File: config.mk
export PLATFORM = sky130hd
export DESIGN_NAME = pwiu_queue
export DESIGN_NICKNAME = d
export VERILOG_FILES = /design/src/design/pwiu_pkg.sv /design/src/design/pwiu_queue.sv
export SDC_FILE = /design/constraint.sdc
export NUM_CORES = 1
export LEC_CHECK = 0
export BUFFER_PORTS_ARGS = -buffer_cell sky130_fd_sc_hd__clkbuf_2
export CORE_MARGIN = 8
export CORE_UTILIZATION = 53
export CTS_CLUSTER_DIAMETER = 150
export DETAILED_ROUTE_END_ITERATION = 12
export GPL_TIMING_DRIVEN = 0
export HOLD_SLACK_MARGIN = 0.02
export PLACE_DENSITY = 0.84
export SLEW_MARGIN = 5
export SYNTH_ARGS = -nofsm -noshare
export SYNTH_HDL_FRONTEND = slang
export SYNTH_SLANG_ARGS = --single-unit
File: constraint.sdc
create_clock -name i_clk -period 4.85 [get_ports i_clk]
set_input_delay 1.455 -clock i_clk [delete_from_list [all_inputs] [get_ports i_clk]]
set_output_delay 1.455 -clock i_clk [all_outputs]
set_load 0.1 [all_outputs]
File: src/design/pwiu_pkg.sv
// shared types, constants and the exp2 root table for the power weighted upscaler
package pwiu_pkg;

    localparam int MAX_SRC_DIM_DEF = 64;
    localparam int MAX_DST_DIM_DEF = 4096;

    localparam int COORD_W    = 12;
    localparam int PIX_W      = 32;
    localparam int SRC_CFG_W  = 7;
    localparam int DST_CFG_W  = 13;
    localparam int POW_W      = 16;
    localparam int CFG_IDX_W  = 3;
    localparam int CFG_DATA_W = 16;
    localparam int TDATA_W    = 56;
    localparam int QUEUE_DEPTH = 4;

    typedef enum logic [CFG_IDX_W-1:0] {
        REG_SRC_WIDTH    = 3'd0,
        REG_SRC_HEIGHT   = 3'd1,
        REG_DST_WIDTH    = 3'd2,
        REG_DST_HEIGHT   = 3'd3,
        REG_WEIGHT_POWER = 3'd4
    } t_cfg_reg;

    typedef enum logic {
        OP_STORE   = 1'b0,
        OP_COMPUTE = 1'b1
    } t_op;

    // clamped dimensions minus one, as the datapath uses them
    typedef struct packed {
        logic [SRC_CFG_W-1:0] sw_m1;
        logic [SRC_CFG_W-1:0] sh_m1;
        logic [DST_CFG_W-1:0] dw_m1;
        logic [DST_CFG_W-1:0] dh_m1;
        logic [POW_W-1:0]     power;
    } t_cfg;

    typedef struct packed {
        t_op                op;
        logic               store_ok;
        logic [COORD_W-1:0] cx;
        logic [COORD_W-1:0] cy;
        logic [COORD_W-1:0] xc;
        logic [COORD_W-1:0] yc;
        logic [PIX_W-1:0]   pix;
    } t_item;

    typedef logic [15:0][29:0] t_roots;

    function automatic logic [63:0] isqrt64(input logic [63:0] v);
        logic [63:0] x;
        logic [63:0] r;
        logic [63:0] b;
        x = v;
        r = '0;
        b = 64'd1 << 62;
        for (int i = 0; i < 32; i++) begin
            if (x >= r + b) begin
                x = x - (r + b);
                r = (r >> 1) + b;
            end else begin
                r = r >> 1;
            end
            b = b >> 2;
        end
        return r;
    endfunction

    // successive square roots of one half in Q.30
    function automatic t_roots build_roots();
        t_roots      t;
        logic [63:0] prev;
        prev = isqrt64(64'd1 << 59);
        t[0] = prev[29:0];
        for (int j = 1; j < 16; j++) begin
            prev = isqrt64(prev << 30);
            t[j] = prev[29:0];
        end
        return t;
    endfunction

    localparam t_roots ROOTS = build_roots();

endpackage

File: src/design/pwiu_queue.sv
// short item queue between the front and the back end
module pwiu_queue (
    input  logic            i_clk,
    input  logic            i_rst_n,
    input  logic            i_push,
    input  pwiu_pkg::t_item i_item,
    output logic            o_ready,
    output logic            o_valid,
    output pwiu_pkg::t_item o_item,
    input  logic            i_pop
);

    localparam int DEPTH = pwiu_pkg::QUEUE_DEPTH;
    localparam int PTR_W = $clog2(DEPTH);
    localparam int CNT_W = $clog2(DEPTH + 1);

    pwiu_pkg::t_item    r_slot [DEPTH];
    logic [PTR_W-1:0]   r_wr;
    logic [PTR_W-1:0]   r_rd;
    logic [CNT_W-1:0]   r_count;

    assign o_ready = (r_count != CNT_W'(DEPTH));
    assign o_valid = (r_count != '0);
    assign o_item  = r_slot[r_rd];

    always_ff @(posedge i_clk) begin
        if (!i_rst_n) begin
            r_wr    <= '0;
            r_rd    <= '0;
            r_count <= '0;
        end else begin
            if (i_push) begin
                r_slot[r_wr] <= i_item;
                r_wr         <= r_wr + PTR_W'(1);
            end
            if (i_pop) begin
                r_rd <= r_rd + PTR_W'(1);
            end
            r_count <= r_count + CNT_W'(i_push) - CNT_W'(i_pop);
        end
    end

    a_no_overflow: assert property (@(posedge i_clk) disable iff (!i_rst_n)
        (r_count == CNT_W'(DEPTH)) |-> !i_push)
        else $error("queue push while full");

endmodule

After elaboration in Yosys (flattened, before gate mapping)
Memories as Yosys holds them, arrays and structs flattened. A register that Yosys moved wholly into a read port is not among the register bits.
Index checks and enable logic that the tools add are counted.
{"block": "classes", "add_sub_neg": 4, "n_reduce_logical": 1, "mux": 5, "eq_ne": 1}
{"cell": "$add 2x1->2 const B", "n": 2}
{"cell": "$mux 2", "n": 2}
{"cell": "$add 3x1->3", "n": 1}
{"cell": "$mux 1", "n": 3}
{"cell": "$ne 3x3->1 const B", "n": 1}
{"cell": "$reduce_bool 3->1", "n": 1}
{"cell": "$sub 3x1->3", "n": 1}
{"block": "totals", "elab_cells": 15, "regBits": 7, "mem_bits_rw": 328, "n_memories": 1}
{"memory": "r_slot", "words": 4, "width": 82, "read_ports": 1, "rd_clocked_by_memory_dff": 1, "write_ports": 1, "line": "pwiu_queue.sv:17", "source": "pwiu_pkg::t_item r_slot [DEPTH];"}

Longest topological paths before layout
{"block": "logic_depth", "ltp_word": 3, "ltp_mapped": 8}

Worst setup path before layout
OpenSTA, ideal clock, no wires.
{"block": "synth_timing", "path_kind": "input port to flip-flop", "from": "input i_rst_n", "to": "memory r_slot[0][0] (netlist bit) (enable)", "cell_stages": 1, "path_slack_ns": 0.985, "arrival_time_ns": 3.415, "setup_ns": 0.450, "cell_sequence": "and3_1"}
{"block": "synth_between", "elab_chain_len": 2}
{"element": "from (decl)", "line": "pwiu_queue.sv:4", "source": "input logic i_rst_n,"}
{"element": "$mux 1", "line": "pwiu_queue.sv:27", "source": "if (!i_rst_n) begin"}
{"element": "$mux 1 (implied by the code)", "line": "pwiu_queue.sv:33", "source": "r_slot[r_wr] <= i_item;"}
{"element": "to (decl)", "line": "pwiu_queue.sv:17"}
Every way passes these cells.

==> results_dict.tcl <==
set metrics [dict create \
    dieHeight_um 169 \
    drtIter0Drc 352 \
    synth.distinct_cells 22 \
    crit_fanout 10 \
    place_area_um2 13700 \
    clk_latency_ns 0.54 \
    end_kind "output port" \
    drc 0 \
    pwr_density_cell_nw_per_um2 472 \
    cts_root_buf "clkbuf_16" \
    cp-start-kind "flop" \
    track_usage 0.156 \
    synth_compound_area_frac 0.00122 \
    cp_data_arrival_time_ns 2.58 \
    place.gp.congestion 0.755 \
    multi_input_area_um2 2110 \
    dr.pass1.iters 4 \
    num_vias 5516 \
    synth_xor_area_frac 0.00324 \
    gr-total-overflow 0 \
    coreArea_um2 23200 \
    power.total_w 0.00698 \
    ys_seq_area_frac 0.812 \
    setup_viol 0 \
    r2r_setup_slack_ns 2.96 \
    grt_pass1_wl_mm 34.2 \
    syn_area_per_cell_um2 26.2 \
    initial_utilization 0.533 \
    antenna_found_initial 2 \
    cts_resized 0 \
    cts_setup_buffers 0 \
    rsz0062_at_grt "false" \
    maxSlewHeadroom 0.527 \
    clock-sinks 337 \
    max_stage_delay_ns 0.54 \
    fillerInstances 1494 \
    critPathRequiredTime_ns 3.39 \
    hp-class "reg2reg" \
    synth-seq-cells 337 \
    max_freq_ghz 0.248 \
    synth_nets 564 \
    layout.area.seq_um2 10000 \
    dp.final_hpwl_mm 14.1 \
    yosys.area_share.simple 0.00608 \
    synth_top_family_by_area "multiplexers" \
    timing_worst_setup_path_type "reg2out" \
    h-tree-depth 1 \
    cts_tree "yes" \
    drv_cap 0 \
    rows 56 \
    r2r_cells 4 \
    ant_nets 0 \
    cts_buffer_depth 3 \
    drt-wirelength-per-cell_um 21.9 \
    ir_drop_mv 0.440 \
    synth_warnings 0 \
    synth_cells 471 \
    finalHoldViolCount 0 \
    grt_pass1_vias 6046 \
    clock_skew_ns 0.0191 \
    fp.dieArea_um2 28400 \
    cts_hold_buf 0 \
    run_status "finished, final reports clean" \
    finalCriticalPeriod_ns 4.03 \
    final_area_um2 14800 \
    synth_adder_area_share 0.00770 \
    path_cells "clkbuf_1, buf_2, mux4_2, clkbuf_2" \
    p_leak_nw 5.02 \
    die_x_um 169 \
    r2r-end "r_slot[0][8]$_DFFE_PP_" \
    wirelength_mm 22.4 \
    final.period_utilization 0.832 \
    cts_buffers 31 \
    port_buffers 169 \
    io_pins 170 \
    layout-drive-gt1-share 0.464 \
    viasPerCell 5.40 \
    syn_to_final_growth_pct 19.7 \
    cp_slowest_cell "clkbuf_1" \
    clk_pin_slew_ns 0.06 \
    rr_startpoint "r_wr[0]$_SDFFE_PN0P_" \
    nNetsFinal 770 \
    worst_slew_pin_slew_ns 0.710 \
    crit_end "o_item[12]" \
    synth.area.mux_share 0.151 \
    grt_max_degree 52 \
    netlist_area_um2 12400 \
    finalMaxSlewViolations 0 \
]
==> synth_stat cells <==
library cell / count / area, um^2
ha_1: 6 / 75.1
nor2_1: 7 / 26.3
a21bo_2: 1 / 10.0
and3_1: 4 / 25.0
nand2_1: 1 / 3.75
buf_2: 8 / 40.0
mux2i_1: 1 / 10.0
dfxtp_1: 9 / 180
clkbuf_1: 1 / 3.75
fa_1: 1 / 20.0
and2_1: 1 / 6.26
a21oi_1: 1 / 5.00
edfxtp_1: 328 / 9850
mux4_2: 81 / 1820
mux4_1: 1 / 26.3
nand3b_1: 1 / 7.51
buf_12: 8 / 160
xnor2_1: 2 / 17.5
xnor3_1: 1 / 22.5
buf_6: 1 / 11.3
inv_1: 6 / 22.5
or3_1: 1 / 6.26
==> logic make-up after synthesis <==
family | count (synthesis)
and+or+nand+nor | 15
AOI/OAI and AO/OA | 2
muxes | 83
DFF | 337
buffers and inverters | 24
xor gates and xnor gates | 3
adders and majority gates | 7
==> layout by cell type (no fill, tap or decap), types with 2 or more instances in the layout <==
master      count
clkbuf_2      169
clkbuf_16      31
bufinv_16       6
dfxtp_1         9
xnor2_1         2
edfxtp_1      328
clkinvlp_4      4
inv_1           6
clkbuf_1        2
and3_4          4
clkinv_2        8
buf_12          8
nor2_1          7
buf_2           8
mux4_2         81
clkinv_1        7
ha_1            6
buf_16          4
==> routing by layer <==
| metal | share of wire | vias up | GRT usage |
|---|---|---|---|
| li1 | - | 2444 | - |
| met1 | 0.42 | 2866 | 0.203 |
| met2 | 0.51 | 173 | 0.263 |
| met3 | 0.058 | 31 | 0.0361 |
| met4 | 0.016 | 2 | 0.0400 |
| met5 | 0.00049 | - | 0 |
==> final cells by class <==
cell class,count,area share
Tap cell,319,0.0270
Sequential cell,337,0.678
Buffer,18,0.0146
Multi-Input combinational cell,110,0.142
Antenna cell,1,0.000169
Inverter,6,0.00152
Timing Repair Buffer,173,0.0646
Clock inverter,25,0.0187
Clock buffer,32,0.0527
==> report_power, final <==
part           leakage [nW]  switching [W]  total [W]  internal [W]
Combinational          1.46       0.000926    0.00120      0.000276
Clock                 0.511       0.000980    0.00246       0.00148
Sequential             3.05      0.0000271    0.00332       0.00329
Total                  5.02        0.00193    0.00698       0.00505
==> worst max-delay path, delay by kind of cell, from the launching register on <==
kind                   cells  cell delay, ns
DFF                        1            0.30
muxes                      1            0.38
buffers and inverters      3            1.36
==> how the worst min path moves through the flow <==
stage,startpoint,to,slack (ns),cells past startpoint
2_1_floorplan,r_rd[1]$_SDFFE_PN0P_,flop,0.50,2
3_3_place_gp,r_rd[1]$_SDFFE_PN0P_,r_rd[1]$_SDFFE_PN0P_,0.51,2
3_5_place_dp,r_rd[0]$_SDFFE_PN0P_,flop,0.54,2
4_1_cts,r_rd[0]$_SDFFE_PN0P_,flop,0.55,2
5_1_grt,r_rd[0]$_SDFFE_PN0P_,flop,0.60,2
6_report,r_rd[0]$_SDFFE_PN0P_,flop,0.55,2
==> metrics by stage <==
step	instances	worst slack (ns)	hold WS, ns	TNS (ns)	util
after floorplan	471	0.985	0.499	0	-
after global placement	959	-0.471	0.514	-147.93	0.586
after detailed placement	963	1.35	0.538	0	0.592
after CTS	1020	0.740	0.547	0	0.637
after global routing	1021	0.658	0.595	0	0.638
final	1021	0.817	0.546	0	0.638
==> flip-flops by register name (all words and copies together), names as in the netlist, named ones only <==
register	flops
r_wr	2
r_count	3
r_rd	2
r_slot	328
Power figures use the tool's default switching activity.
