===== src/design/pwiu_pkg.sv =====
// shared types, constants and the exp2 root table for the power weighted upscaler
package pwiu_pkg;

    localparam int MAX_SRC_DIM_DEF = 64;
    localparam int MAX_DST_DIM_DEF = 4096;

    localparam int COORD_W    = 12;
    localparam int PIX_W      = 32;
    localparam int SRC_CFG_W  = 7;
    localparam int DST_CFG_W  = 13;
    localparam int POW_W      = 16;
    localparam int CFG_IDX_W  = 3;
    localparam int CFG_DATA_W = 16;
    localparam int TDATA_W    = 56;
    localparam int QUEUE_DEPTH = 4;

    typedef enum logic [CFG_IDX_W-1:0] {
        REG_SRC_WIDTH    = 3'd0,
        REG_SRC_HEIGHT   = 3'd1,
        REG_DST_WIDTH    = 3'd2,
        REG_DST_HEIGHT   = 3'd3,
        REG_WEIGHT_POWER = 3'd4
    } t_cfg_reg;

    typedef enum logic {
        OP_STORE   = 1'b0,
        OP_COMPUTE = 1'b1
    } t_op;

    // clamped dimensions minus one, as the datapath uses them
    typedef struct packed {
        logic [SRC_CFG_W-1:0] sw_m1;
        logic [SRC_CFG_W-1:0] sh_m1;
        logic [DST_CFG_W-1:0] dw_m1;
        logic [DST_CFG_W-1:0] dh_m1;
        logic [POW_W-1:0]     power;
    } t_cfg;

    typedef struct packed {
        t_op                op;
        logic               store_ok;
        logic [COORD_W-1:0] cx;
        logic [COORD_W-1:0] cy;
        logic [COORD_W-1:0] xc;
        logic [COORD_W-1:0] yc;
        logic [PIX_W-1:0]   pix;
    } t_item;

    typedef logic [15:0][29:0] t_roots;

    function automatic logic [63:0] isqrt64(input logic [63:0] v);
        logic [63:0] x;
        logic [63:0] r;
        logic [63:0] b;
        x = v;
        r = '0;
        b = 64'd1 << 62;
        for (int i = 0; i < 32; i++) begin
            if (x >= r + b) begin
                x = x - (r + b);
                r = (r >> 1) + b;
            end else begin
                r = r >> 1;
            end
            b = b >> 2;
        end
        return r;
    endfunction

    // successive square roots of one half in Q.30
    function automatic t_roots build_roots();
        t_roots      t;
        logic [63:0] prev;
        prev = isqrt64(64'd1 << 59);
        t[0] = prev[29:0];
        for (int j = 1; j < 16; j++) begin
            prev = isqrt64(prev << 30);
            t[j] = prev[29:0];
        end
        return t;
    endfunction

    localparam t_roots ROOTS = build_roots();

endpackage


===== src/design/pwiu_front.sv =====
// input side: unpacks items, checks store range and saturates destination coordinates
module pwiu_front #(
    parameter int MAX_SRC_DIM = pwiu_pkg::MAX_SRC_DIM_DEF
) (
    input  logic                         i_tvalid,
    output logic                         o_tready,
    input  logic [pwiu_pkg::TDATA_W-1:0] i_tdata,
    input  logic [0:0]                   i_tuser,
    input  pwiu_pkg::t_cfg               i_cfg,
    input  logic                         i_q_ready,
    output logic                         o_push,
    output pwiu_pkg::t_item              o_item
);

    logic [pwiu_pkg::COORD_W-1:0] cx;
    logic [pwiu_pkg::COORD_W-1:0] cy;

    assign cx = i_tdata[11:0];
    assign cy = i_tdata[23:12];

    always_comb begin
        o_item.op       = pwiu_pkg::t_op'(i_tuser[0]);
        o_item.store_ok = (int'(cx) < MAX_SRC_DIM) && (int'(cy) < MAX_SRC_DIM);
        o_item.cx       = cx;
        o_item.cy       = cy;
        o_item.xc       = ({1'b0, cx} > i_cfg.dw_m1) ? i_cfg.dw_m1[11:0] : cx;
        o_item.yc       = ({1'b0, cy} > i_cfg.dh_m1) ? i_cfg.dh_m1[11:0] : cy;
        o_item.pix      = i_tdata[55:24];
    end

    assign o_tready = i_q_ready;
    assign o_push   = i_tvalid & i_q_ready;

endmodule


===== config.mk =====
export PLATFORM = sky130hd
export DESIGN_NAME = pwiu_front
export DESIGN_NICKNAME = d
export VERILOG_FILES = /design/src/design/pwiu_pkg.sv /design/src/design/pwiu_front.sv
export SDC_FILE = /design/constraint.sdc
export NUM_CORES = 1
export LEC_CHECK = 0
export BUFFER_PORTS_ARGS = -buffer_cell sky130_fd_sc_hd__buf_4
export CAP_MARGIN = 20
export CORE_AREA = 2 2 77 79
export DETAILED_ROUTE_END_ITERATION = 12
export DIE_AREA = 0 0 79 81
export PLACE_DENSITY = 0.69
export SLEW_MARGIN = 20
export SYNTH_ARGS = -nofsm -noshare
export SYNTH_HDL_FRONTEND = slang
export SYNTH_SLANG_ARGS = --single-unit

===== constraint.sdc =====
create_clock -name vclk -period 3.2
set_clock_uncertainty 0.1 [all_clocks]
set_input_delay 0.64 -clock vclk [all_inputs]
set_output_delay 0.64 -clock vclk [all_outputs]
set_load 0.02 [all_outputs]

* After elaboration in Yosys (flattened, before gate mapping)
Index checks and enable logic that the tools add are counted.
** Operators by class
- $lt $le $gt $ge :: 4
- Multiplexer cells :: 2
- Bitwise logic cells :: 1
- Reduce and logical (&&, ||, !) cells :: 1
** Operators with widths (count)
- $gt A12 B13 Y1 :: 2
- $lt A12 B7 Y1 const B :: 2
- $mux W12 :: 2
- $and A1 B1 Y1 :: 1
- $logic_and A1 B1 Y1 :: 1
** Word-level totals
- Bits in registers :: 0
- Input bits :: 115
- Output and inout bits :: 84
- Word-level logic and storage cells :: 8

* Longest topological paths before layout
Gate-level depths: netlist of run 1.
- Depth in word-level cells :: 2
- Depth in mapped cells :: 8
- Mapped depth without buffers :: 7

* Worst setup path after synthesis of run 1
Ideal clock, no wire load.
- Kind :: input to output
- From :: input port i_cfg[33] (netlist name)
- To :: output port o_item[45] (netlist name)
- Data arrival time :: 2.224 ns
- Data required time :: 2.460 ns
- Slack :: 0.236 ns
- Stages :: 8
- Buffers on the path :: 1
- Cell sequence :: inv_1 ha_1 and3_1 a211oi_1 a21boi_1 o31a_1 buf_6 mux2_4
** RTL lines
- from (decl) :: line pwiu_front.sv:9 : input pwiu_pkg::t_cfg i_cfg,
- to (decl) :: line pwiu_front.sv:12 : output pwiu_pkg::t_item o_item

==> results.toml, run 1 <==
[sta]
setup_viol = 0
final.setup.worst_slack_ns = 0.0445
worstMarginPinSlew_ns = 0.294
whs_ns = 1.18
report.final.slew_viol_count = 0
fin_crit_ns = 3.16
max_freq_ghz = 0.317
rsz0062_at_grt = "true"
relSlewSlack_pct = 80.1
final_hold_viol_count = 0
period_share_pct = 98.6

[global_route]
grt_pass1_vias = 1187
overflow = 0
antenna_found_initial = 0
grt_max_degree = 10
grtUsageTotal_pct = 9.70
grt_pass1_wl_um = 5180

[die]
io_pins = 199
core_area_um2 = 5680
start_util_pct = 24.8
rows = 28
fp.dieH_um = 81
die_area_um2 = 6400
die_x_um = 79

[drt]
ant_nets = 0
drc = 0
met3_length_um = 268
vias = 1308
met1_length_um = 1430
first_iter_violations = 14
wl_met2_um = 2080
viasPerCell = 4.27
top_layer = "met4"
finalWirelength_um = 3820
post_drt_wl_per_cell_um = 12.5
dr.pass1.iters = 4

[synthesis]
synth_top_area_share_pct = 31.0
syn_nets = 313
synth-xor-area-share_pct = 0
ys_seq_area_share_pct = 0
yosysWarnings = 0
synthSimpleGateAreaFrac_pct = 9.52
synth.area.mux_share_pct = 21.9
synth_top_cell_by_area = "buf_4"
avgSynthCellArea_um2 = 8.08
synth_fa_ha_area_share_pct = 21.4
synth-compound-area-share_pct = 8.72
synthTopCellsByCount = "buf_4 (58), ha_1 (24), inv_1 (24), mux2_2 (14), mux2_4 (10)"
synthCells = 174
synthDistinctLibCells = 30
synth_area_leaders = "buf_4 (31%), ha_1 (21%), mux2_2 (11%)"
synth_top_family_by_area = "buffers and inverters"
syn-cell-area_um2 = 1410
synth.most_common_cell = "buf_4"

[finish]
antennaDiodeCount = 0
final_area_um2 = 2100
drive_gt1_share_pct = 65.8
nNetsFinal = 372
final_util_pct = 37.0
clkbuf_count = 0
area_growth_pct = 49.3
register_area_um2 = 0
seq_cells = 0
fill_cells = 588

[worst_setup_path]
critPathKind = "input port to output port"
cp.required_ns = 2.46
cp_max_fo = 5
endpoint_kind = "output port"
crit_arrival_ns = 2.42
crit_path_start_kind = "input port"

[clock_network]
hold_buffers = 0
cts_setup_buffers = 0

[min_path]
min_path_type = "input port to output port"

[run_status]
outcome = "completed"

[place]
io_buffers = 103
hpwl_um = 3280
place_ws_ns = -0.0743
place_area_um2 = 1930
gp_congestion = 0.761

[power]
ir_worst_vdd_mv = 0.0571
total_power_uw = 369
p_per_area_nw_per_um2 = 176
p_leak_uw = 0.00113

[job]
timing.max_cap.violations = 0
final cells by class:
class / instances / area (um^2) / area share, %
Tap cell: 75 / 93.8 / 4.47
Inverter: 24 / 97.6 / 4.65
Timing Repair Buffer: 117 / 968 / 46.1
Multi-Input combinational cell: 90 / 940 / 44.8
placed cells by master (no fill, tap or decap), types with 2 or more instances in the layout:
cell type  synthesis  routed
nand2_1            4       4
nand4b_1           2       2
a21oi_1            7       7
nand4_1            2       2
a21o_1             2       2
buf_6              1      20
nor3_1             3       2
nor2b_1            2       2
and3_1             3       3
inv_1             24      21
mux2_2            14      12
nor4_1             3       3
buf_4             58      95
buf_8              0       2
ha_4               0       4
inv_4              0       3
ha_1              24      20
mux2_4            10      12
per-stage QoR:
step                TNS (ns)  cells
floorplan                  0    174
global placement      -0.417    306
detailed placement    -0.534    306
CTS                 -0.00911    306
global route          -0.644    306
finish                     0    306
path summary, 6_finish.rpt:
kind              cells past startpoint  slack [ns]          to        start
hold / removal                        0        1.18   o_item[0]  i_tdata[24]
setup / recovery                     10        0.04  o_item[55]    i_cfg[33]
worst max-delay path, stage by stage:
cell      delay, ns
buf_4          0.11
inv_1          0.08
ha_4           0.21
and3_1         0.19
a211oi_2       0.22
a21boi_2       0.08
o31a_1         0.30
buf_6          0.16
mux2_4         0.30
buf_6          0.13
power breakdown:
group	internal, uW	switching, uW	total, uW	leakage (uW)
logic	201	168	369	0.00113
registers	0	0	0	0
clock network	0	0	0	0
total	201	168	369	0.00113
cell families after synthesis:
group / after synthesis
multiplexers: 24
adder cells (fa/ha/maj): 24
AND/OR/NAND/NOR: 23
AO/OA/AOI/OAI: 19
buffers and inverters: 84
metal layers:
| metal | vias to the layer above | track usage (%) |
|---|---|---|
| met1 | 598 | 12.0 |
| met2 | 45 | 18.3 |
| met5 | - | 0 |
| met4 | 0 | 1.72 |
| li1 | 653 | - |
| met3 | 12 | 1.00 |
repair_timing:
| item | in CTS | in global routing |
|---|---|---|
| endpoints found under the setup margin | 12 | 20 |
| endpoints found under the hold margin | 0 | 0 |
| pin swaps | 1 | 7 |
| gates resized for setup | 4 | 36 |
(Power assumes the default switching activity.)
==> run 2: changes to the inputs <==
--- a/config.mk
+++ b/config.mk
@@ -5,12 +5,13 @@
 export SDC_FILE = /design/constraint.sdc
 export NUM_CORES = 1
 export LEC_CHECK = 0
+export ABC_AREA = 1
 export BUFFER_PORTS_ARGS = -buffer_cell sky130_fd_sc_hd__buf_4
 export CAP_MARGIN = 20
-export CORE_AREA = 2 2 77 79
+export CORE_AREA = 2 2 78 80
 export DETAILED_ROUTE_END_ITERATION = 12
-export DIE_AREA = 0 0 79 81
-export PLACE_DENSITY = 0.69
+export DIE_AREA = 0 0 80 82
+export PLACE_DENSITY = 0.71
 export SLEW_MARGIN = 20
 export SYNTH_ARGS = -nofsm -noshare
 export SYNTH_HDL_FRONTEND = slang
==> results.toml, run 2 <==
[finish]
area_growth_pct = 26.0
drive_gt1_share_pct = 37.5
seq_cells = 0
final_area_um2 = 1970
register_area_um2 = 0
final_common_cell = "buf_4"
layout_common_cells = "buf_4 (106), nand2_1 (85), inv_1 (42), nand3_1 (31), ha_1 (24)"
nNetsFinal = 453
antennaDiodeCount = 0
clkbuf_count = 0

[drt]
dr.pass1.iters = 5
ant_nets = 0
finalWirelength_um = 4140
first_iter_violations = 49
viasPerCell = 4.26
drc = 0
post_drt_wl_per_cell_um = 10.7
vias = 1649

[global_route]
grtUsageTotal_pct = 10.9
grt_max_degree = 14
grt_pass1_vias = 1430
grt_pass1_wl_um = 6100
antenna_found_initial = 0
overflow = 0

[power]
p_leak_uw = 0.00127
p_per_area_nw_per_um2 = 178
ir_worst_vdd_mv = 0.0776
total_power_uw = 350

[sta]
rsz0062_at_grt = "false"
period_share_pct = 92.4
relSlewSlack_pct = 78.9
setup_viol = 0
worstMarginPinSlew_ns = 0.314
max_freq_ghz = 0.338
fin_setup_tns_ns = 0
final_hold_viol_count = 0
final.setup.worst_slack_ns = 0.242
fin_crit_ns = 2.96
whs_ns = 1.18
report.final.slew_viol_count = 0

[worst_setup_path]
crit_arrival_ns = 2.22
critPathKind = "input port to output port"
endpoint_kind = "output port"
crit_path_start_kind = "input port"
cp_max_fo = 13
cp.required_ns = 2.46

[synthesis]
syn_nets = 409
avgSynthCellArea_um2 = 5.78
synth_area_leaders = "buf_4 (29%), nand2_1 (20%), ha_1 (19%)"
yosysWarnings = 0
synthTopCellsByCount = "nand2_1 (85), buf_4 (60), inv_1 (42), nand3_1 (31), ha_1 (24)"
synthDistinctLibCells = 16
ys_seq_area_share_pct = 0
synthCells = 270
syn-cell-area_um2 = 1560
synth_top_area_share_pct = 28.8
synth.most_common_cell = "nand2_1"
synth_top_cell_by_area = "buf_4"

[clock_network]
cts_setup_buffers = 0
hold_buffers = 0
cts_resized = 0

[run_status]
outcome = "completed"

[die]
start_util_pct = 27.2
rows = 28
core_area_um2 = 5750
fp.dieH_um = 82
die_x_um = 80
io_pins = 199
die_area_um2 = 6560

[place]
io_buffers = 103
place_area_um2 = 1970
gp_congestion = 0.737
place_ws_ns = 0.217
hpwl_um = 3620

[job]
timing.max_cap.violations = 0

[min_path]
min_path_type = "input port to output port"
## run 2: cell type report
cell class / count / area (um^2)
fillers: 647 / 3780
well taps: 75 / 93.8
multi-input cells: 164 / 921
repair buffers: 106 / 796
inverters: 42 / 158
## run 2: logic make-up after synthesis
group	share of synthesized area [%]
AND/OR/NAND/NOR	37.8
buffers and inverters	41.0
adder cells (fa/ha/maj)	19.2
AO/OA/AOI/OAI	1.92
## run 2: worst max-delay path, cell delays in order
cell and delay (ns):
buf_4 0.13, ha_1 0.29, nand2_1 0.05, inv_1 0.06, nand3_1 0.08, nor2_2 0.14, nand2_1 0.07, nand2_2 0.22
nand2_2 0.22, nand2_1 0.10, nand2_1 0.06, buf_4 0.15
## run 2: metal layers
metal,GRT usage [%],up-vias,wire length (um)
met5,0,-,0
met4,0.847,0,21
met3,1.10,6,323
met2,21.4,52,2120
met1,13.3,727,1680
li1,-,864,-
## run 2: through the flow
stage | instances | util (%)
4_1_cts | 387 | 34.3
2_1_floorplan | 270 | -
3_5_place_dp | 387 | 34.3
3_3_place_gp | 387 | 34.3
6_report | 387 | 34.3
5_1_grt | 387 | 34.3
## run 2: path summary, 6_finish.rpt
| kind | from | to | slack (ns) | depth (start not counted) |
|---|---|---|---|---|
| worst max-delay path | i_tdata[8] | o_item[50] | 0.24 | 12 |
| worst min-delay path | i_tdata[35] | o_item[11] | 1.18 | 0 |
## run 2: report_power, final
group / internal [uW] / switching (uW)
clock network: 0 / 0
registers: 0 / 0
logic: 155 / 195
total: 155 / 195
